[config.mk]
export PLATFORM = sky130hd
export DESIGN_NAME = psd_ctrl
export DESIGN_NICKNAME = d
export VERILOG_FILES = /design/src/hdl/psd_pkg.sv /design/src/hdl/psd_ctrl.sv
export SDC_FILE = /design/constraint.sdc
export NUM_CORES = 1
export LEC_CHECK = 0
export BUFFER_PORTS_ARGS = -buffer_cell sky130_fd_sc_hd__buf_2
export CAP_MARGIN = 20
export CORE_MARGIN = 8
export CORE_UTILIZATION = 30
export DETAILED_ROUTE_END_ITERATION = 8
export PLACE_DENSITY = 0.54
export SYNTH_ARGS = -nofsm -noshare
export SYNTH_HDL_FRONTEND = slang
export SYNTH_SLANG_ARGS = --single-unit
[constraint.sdc]
create_clock -name clock -period 4.95 [get_ports clock]
set_input_delay 0.495 -clock clock [delete_from_list [all_inputs] [get_ports clock]]
set_output_delay 0.495 -clock clock [all_outputs]
set_load 0.005 [all_outputs]
[src/hdl/psd_pkg.sv]
// Shared types, codes and constants of the polygon signed distance block.
package psd_pkg;

   localparam int DEF_MAX_VERTICES = 64;
   localparam int COORD_W          = 16;
   localparam int DIST_W           = 18;
   localparam int EDGE_IDX_W       = 6;
   localparam int STATUS_W         = 2;
   localparam int SQRT_BITS        = 18;
   localparam int SQRT_BIT_W       = 5;

   localparam logic REQ_APPEND = 1'b0;
   localparam logic REQ_QUERY  = 1'b1;

   localparam logic [STATUS_W-1:0] ST_STORED = 2'd0;
   localparam logic [STATUS_W-1:0] ST_FULL   = 2'd1;
   localparam logic [STATUS_W-1:0] ST_VALID  = 2'd2;
   localparam logic [STATUS_W-1:0] ST_EMPTY  = 2'd3;

   typedef enum logic [1:0] {
      RSP_NONE,
      RSP_APPEND,
      RSP_EMPTY,
      RSP_DIST
   } rsp_op_type;

   typedef enum logic [1:0] {
      SQ_NONE,
      SQ_SQUARE,
      SQ_SCALE,
      SQ_DECIDE
   } sq_op_type;

   typedef struct packed {
      logic                  load_req;
      logic                  append;
      logic                  rd_en;
      logic                  rd_edge;
      logic                  rd_first;
      logic                  rd_last;
      logic                  sq_clear;
      sq_op_type             sq_op;
      logic [SQRT_BIT_W-1:0] sq_bit;
      rsp_op_type            rsp_op;
   } psd_cmd_type;

   typedef struct packed {
      logic empty;
      logic walk_done;
   } psd_stat_type;

   typedef struct packed {
      logic vld;
      logic first;
      logic last;
   } edge_tag_type;

endpackage

[src/hdl/psd_ctrl.sv]
// Sequencer for append, edge walk, square root and result strobe.
module psd_ctrl #(
   parameter int MAX_VERTICES = psd_pkg::DEF_MAX_VERTICES
) (
   input  logic                               clock,
   input  logic                               reset,
   input  logic                               start,
   input  logic                               req_type,
   input  psd_pkg::psd_stat_type              stat,
   input  logic [$clog2(MAX_VERTICES+1)-1:0]  vertex_count,
   output psd_pkg::psd_cmd_type               cmd,
   output logic [$clog2(MAX_VERTICES)-1:0]    rd_addr,
   output logic                               busy,
   output logic                               rsp_strobe
);
   import psd_pkg::*;

   localparam int AW = $clog2(MAX_VERTICES);
   localparam int CW = $clog2(MAX_VERTICES + 1);

   typedef enum logic [3:0] {
      S_IDLE,
      S_APPEND,
      S_EMPTY,
      S_WALK,
      S_DRAIN,
      S_SQUARE,
      S_SCALE,
      S_DECIDE,
      S_RESULT
   } state_type;

   state_type             state_ff, state_in;
   logic [CW-1:0]         step_ff;
   logic                  phase_ff;
   logic [SQRT_BIT_W-1:0] bit_ff;
   logic                  busy_ff, strobe_ff;

   assign busy       = busy_ff;
   assign rsp_strobe = strobe_ff;

   always_comb begin
      state_in     = state_ff;
      cmd.load_req = 1'b0;
      cmd.append   = 1'b0;
      cmd.rd_en    = 1'b0;
      cmd.rd_edge  = 1'b0;
      cmd.rd_first = 1'b0;
      cmd.rd_last  = 1'b0;
      cmd.sq_clear = 1'b0;
      cmd.sq_op    = SQ_NONE;
      cmd.sq_bit   = bit_ff;
      cmd.rsp_op   = RSP_NONE;
      rd_addr      = (step_ff == '0) ? AW'(vertex_count - CW'(1)) : AW'(step_ff - CW'(1));
      unique case (state_ff)
         S_IDLE: begin
            if (start) begin
               cmd.load_req = 1'b1;
               priority if (req_type == REQ_APPEND) begin
                  state_in = S_APPEND;
               end else if (stat.empty) begin
                  state_in = S_EMPTY;
               end else begin
                  state_in = S_WALK;
               end
            end
         end
         S_APPEND: begin
            cmd.append = 1'b1;
            cmd.rsp_op = RSP_APPEND;
            state_in   = S_IDLE;
         end
         S_EMPTY: begin
            cmd.rsp_op = RSP_EMPTY;
            state_in   = S_IDLE;
         end
         S_WALK: begin
            // first read primes the last vertex, each later read closes an edge
            if (!phase_ff) begin
               cmd.rd_en    = 1'b1;
               cmd.rd_edge  = (step_ff != '0);
               cmd.rd_first = (step_ff == CW'(1));
               cmd.rd_last  = (step_ff == vertex_count);
               if (step_ff == vertex_count) begin
                  state_in = S_DRAIN;
               end
            end
         end
         S_DRAIN: begin
            if (stat.walk_done) begin
               cmd.sq_clear = 1'b1;
               state_in     = S_SQUARE;
            end
         end
         S_SQUARE: begin
            cmd.sq_op = SQ_SQUARE;
            state_in  = S_SCALE;
         end
         S_SCALE: begin
            cmd.sq_op = SQ_SCALE;
            state_in  = S_DECIDE;
         end
         S_DECIDE: begin
            cmd.sq_op = SQ_DECIDE;
            state_in  = (bit_ff == '0) ? S_RESULT : S_SQUARE;
         end
         S_RESULT: begin
            cmd.rsp_op = RSP_DIST;
            state_in   = S_IDLE;
         end
         default: begin
            state_in = S_IDLE;
         end
      endcase
   end

   always_ff @(posedge clock) begin
      if (reset) begin
         state_ff  <= S_IDLE;
         busy_ff   <= 1'b0;
         strobe_ff <= 1'b0;
         step_ff   <= '0;
         phase_ff  <= 1'b0;
         bit_ff    <= '0;
      end else begin
         state_ff  <= state_in;
         busy_ff   <= (state_in != S_IDLE);
         strobe_ff <= (cmd.rsp_op != RSP_NONE);
         if (state_ff == S_IDLE) begin
            step_ff  <= '0;
            phase_ff <= 1'b0;
         end else if (state_ff == S_WALK) begin
            phase_ff <= ~phase_ff;
            if (!phase_ff) begin
               step_ff <= step_ff + CW'(1);
            end
         end
         if (cmd.sq_clear) begin
            bit_ff <= SQRT_BIT_W'(SQRT_BITS - 1);
         end else if (state_ff == S_DECIDE && bit_ff != '0) begin
            bit_ff <= bit_ff - SQRT_BIT_W'(1);
         end
      end
   end

endmodule

Yosys cells after proc, flatten, opt, wreduce, memory -nomap -nowiden
Cells that the tools add are included.
{"block": "word_totals", "latch_bits": 0, "output_inout_bits": 24, "register_bits": 19, "rom_bits": 0, "word_cells": 54, "memories": 0, "ram_bits": 0}
{"block": "classes", "div": 0, "eq_ne": 10, "n_reduce_logical": 12, "add_sub_neg": 4, "muxes": 20, "magnitude_cmp": 0, "mul": 0, "bitwise": 1, "n_shift": 0}
{"operator": "$mux 4", "n": 8}
{"operator": "$pmux 4 s6", "n": 1}
{"operator": "$eq 4x3->1 const B", "n": 4}
{"operator": "$pmux 2 s3", "n": 2}
{"operator": "$sub 6x1->6 const B", "n": 2}
{"operator": "$mux 5", "n": 2}
{"operator": "$eq 4x2->1 const B", "n": 2}
{"operator": "$add 7x1->7 const B", "n": 1}
{"operator": "$eq 7x1->1 const B", "n": 1}
{"operator": "$eq 7x7->1", "n": 1}
{"operator": "$logic_not 7->1", "n": 1}
{"operator": "$reduce_bool 7->1", "n": 1}
{"operator": "$mux 1", "n": 6}
{"operator": "$mux 6", "n": 1}
{"operator": "$logic_not 5->1", "n": 1}
{"operator": "$reduce_bool 5->1", "n": 1}
{"operator": "$sub 5x1->5 const B", "n": 1}
{"operator": "$eq 4x1->1 const B", "n": 1}
{"operator": "$eq 4x4->1 const B", "n": 1}
{"operator": "$logic_not 4->1", "n": 1}
{"operator": "$reduce_bool 2->1", "n": 2}
{"operator": "$reduce_bool 4->1", "n": 1}
{"operator": "$reduce_or 2->1", "n": 2}
{"operator": "$reduce_and 2->1", "n": 1}
{"operator": "other kinds (2)", "n": 2}

Logic depth before layout (Yosys ltp)
{"block": "depth", "depth_word": 5, "depth_mapped": 11, "depth_no_buf": 11}

Least setup slack after synthesis
Ideal clock, no wire load.
{"block": "synth_path", "path_type": "reg-to-output", "start": "register step_ff[0]", "end": "output port rd_addr[4]", "required_ps": 4455, "arrival_time_ps": 2555, "stages_incl_launch_ff": 12, "path_slack_ps": 1900, "cell_sequence": "dfxtp_1 > inv_1 > ha_1 > or3b_1 > nor2_2 > nor2_1 > a21oi_1 > ha_1 > or3b_2 > and3_1 > o21ai_0 > nand3_1"}
{"block": "synth_via", "elab_chain_len": 2, "elab_cells_between_ends": 3, "classes_between": "add/sub (1); mux (1); reduce/logical (1)"}
{"element": "start, declared", "line_no": "psd_ctrl.sv:34", "source": "logic [CW-1:0] step_ff;"}
{"element": "start signal, assigned", "line_no": "psd_ctrl.sv:135", "source": "step_ff <= step_ff + CW'(1);"}
{"element": "$sub 6x1->6 or $logic_not 7->1 (tied branches)", "line_no": "psd_ctrl.sv:54", "source": "rd_addr = (step_ff == '0) ? AW'(vertex_count - CW'(1)) : AW'(step_ff - CW'(1));"}
{"element": "$mux 6 *", "line_no": "psd_ctrl.sv:54"}
{"element": "end, declared", "line_no": "psd_ctrl.sv:12", "source": "output logic [$clog2(MAX_VERTICES)-1:0] rd_addr,"}
Every way passes the cells marked *; elsewhere a longest branch is shown, timed or not.

Worst setup path in the final report
{"block": "layout_path", "start": "register step_ff[1]", "end": "output port rd_addr[4]"}
The elaborated chain is that of the path after synthesis.

==> results.toml <==
[status]
status = "finished, final reports clean"

[layout]
nFillCells = 477
mostFrequentLayoutCells = "buf_2 (36), dfxtp_1 (19), xnor2_1 (17)"
drive_above_1_share_pct = 25.50
multi_input_area_um2 = 864.6
antenna_cells = 0
seqCellArea_um2 = 380.4
area_growth_pct = 18.12
layout_commonest_cell = "buf_2"
nets = 220

[min_path]
hold_start = "phase_ff"
hold_depth = 2
hold_class = "reg2reg"

[route]
vias = 1251
via_per_inst = 4.964
wirelength_mm = 3.189
drtAntennaViolNets = 0
drt_iter0_markers = 128
drc = 0
avgRoutedWirePerCell_um = 12.65
first_pass_iters = 4

[die]
initial_utilization_pct = 30.82
die_h_um = 82.65
coreArea_mm2 = 0.004324
fp.dieArea_mm2 = 0.006830
die_w_um = 82.65
ios = 37
fp-row-count = 24

[worst_setup_path]
crit_path_end = "rd_addr[4]"
critPathKind = "reg2out"
crit_fanout = 9
crit_arrival_ns = 3.10
reg2reg_from = "state_ff[0]"
setup.worst_path.start = "step_ff[1]"
startpoint_type = "register"
rrSetupSlack_ns = 3.19
r2r.worst_path.cells = 4
cp-end-kind = "primary output"
cp.required_ns = 4.45
r2r-end = "state_ff[2]"

[cts]
worstSkewPairLatency_ns = 0.25
cts_htree_levels = 1
cts-root-buf = "clkbuf_8"
cts_sinks = 19
cts_tree = "yes"
ctsHoldBuffers = 0
cts_buffer_depth = 2
postCtsSetupBuffers = 0
clkSlewWorstSetupHoldPaths_ns = 0.07
cts_inserted_buffers = 3
cts_resized = 0

[timing]
report.final.slew_viol_count = 0
setup_violations = 0
rsz0062_at_grt = "false"
layout_min_cycle_time_ns = 3.590
skew_ns = 0.001972
finalSetupTns_ns = 0
slew-limit-headroom_pct = 64.17
hold_viol_final = 0
min_period_over_period_pct = 72.53
fmax_mhz = 278.5
worstMarginPinSlew_ns = 0.5361

[global_route]
use_met2_pct = 17.72
met3_usage_pct = 1.623
busiest_layer = "met2"
grtUsageTotal_pct = 10.14
grt_overflow_total = 0
grt_max_degree = 14
grt_pass1_vias = 1265
grt_pass1_wl_mm = 5.692
antenna_found_initial = 0
met1_usage_pct = 11.84

[synthesis]
ys_async_sr_fraction_pct = 0
synth-edff-count = 0
syn_nets = 189
yosysSeqAreaShare_pct = 28.54
ys.flop_type = "dfxtp_1"
netlist_instances = 170
yosysUniqueCellTypes = 44
ys_warn_count = 0
ys_ff_latch = 19
synth_area_mm2 = 0.001333
avgSynthCellArea_um2 = 7.838

[power_and_ir_drop]
fin_total_pwr_w = 0.0003060
power_leakage_nw = 0.6094
p_per_area_mw_per_mm2 = 194.4
ir_drop_v = 0.0001054

[placed_design]
place_congestion = 0.8686
port_buffers = 36
hpwl_mm = 2.557

[run]
maxCapViolCount = 0
## state kept, by name, indices dropped and copies added, names as in the netlist
signal      count
bit_ff          5
step_ff         7
busy            1
phase_ff        1
rsp_strobe      1
state_ff        4
## area by class of cell
type,instances,share of cell area (%)
repair buffers,36,11.45
multi-input cells,131,54.93
flip-flops and latches,19,24.17
clock buffers,3,2.623
clock inverters,1,0.3180
inverters,10,2.385
well taps,52,4.134
## cell usage after synthesis, types with 2 or more instances
cell type	n	share of area, %
a21oi_1	15	5.6
a31oi_1	2	0.94
and2_1	3	1.4
and3_1	2	0.94
buf_2	4	1.5
clkbuf_1	5	1.4
dfxtp_1	19	29
ha_1	6	5.6
inv_1	10	2.8
nand2_1	11	3.1
nand3_1	6	2.3
nand3b_1	2	1.1
nand4_1	3	1.4
nor2_1	14	3.9
nor3_1	10	3.8
nor3b_1	2	1.1
nor4_1	2	0.94
nor4b_1	2	1.3
nor4b_2	2	2.3
o21ai_0	5	1.9
or3_1	6	2.8
xnor2_1	17	11
## worst max-delay path, cell delays in order (launching register included)
cell and delay (ns):
dfxtp_1 0.36, inv_1 0.15, ha_1 0.18, or3b_1 0.40, nor2_2 0.27, nor2_1 0.07, a21oi_1 0.16, ha_1 0.21
or3b_2 0.49, and3_1 0.20, o21ai_0 0.14, nand3_1 0.08, buf_2 0.13
## worst min-delay path by stage
stage                           to  slack, ns
final                     phase_ff       0.52
after global routing      phase_ff       0.55
after CTS                 phase_ff       0.51
after detailed placement  phase_ff       0.50
after global placement    phase_ff       0.50
after floorplan           phase_ff       0.48
## stage by stage
step | cells | hold slack [ns] | setup slack, ns | util (%) | instance area [µm²]
final | 252 | 0.5166 | 1.360 | 36.40 | 1574
after global routing | 252 | 0.5458 | 0.9898 | 36.40 | 1574
after CTS | 252 | 0.5088 | 1.345 | 36.40 | 1574
after detailed placement | 248 | 0.5026 | 1.630 | 35.33 | 1528
after global placement | 248 | 0.5004 | 1.701 | 35.33 | 1528
after floorplan | 170 | 0.4754 | 1.900 | - | 1333
## power breakdown
group          internal (W)  total [W]  switching, W
Clock             0.0000558   0.000107     0.0000509
Combinational     0.0000202  0.0000409     0.0000206
Sequential         0.000155   0.000158    0.00000339
## per-layer routing
| metal | routed length, µm | vias up |
|---|---|---|
| met1 | 1425 | 584 |
| met5 | 0 | - |
| li1 | - | 653 |
| met4 | 48 | 0 |
| met3 | 60 | 4 |
| met2 | 1654 | 10 |
## cells by family (layout without fill, tap and decap cells)
family	Yosys count	count (layout)	synth area share, %
and+or+nand+nor	77	77	34.09
AOI/OAI and AO/OA	30	30	13.33
buffers and inverters	20	50	6.573
DFF	19	19	28.54
xor gates and xnor gates	18	18	11.83
adders and majority gates	6	6	5.634
(Power assumes the default switching activity.)
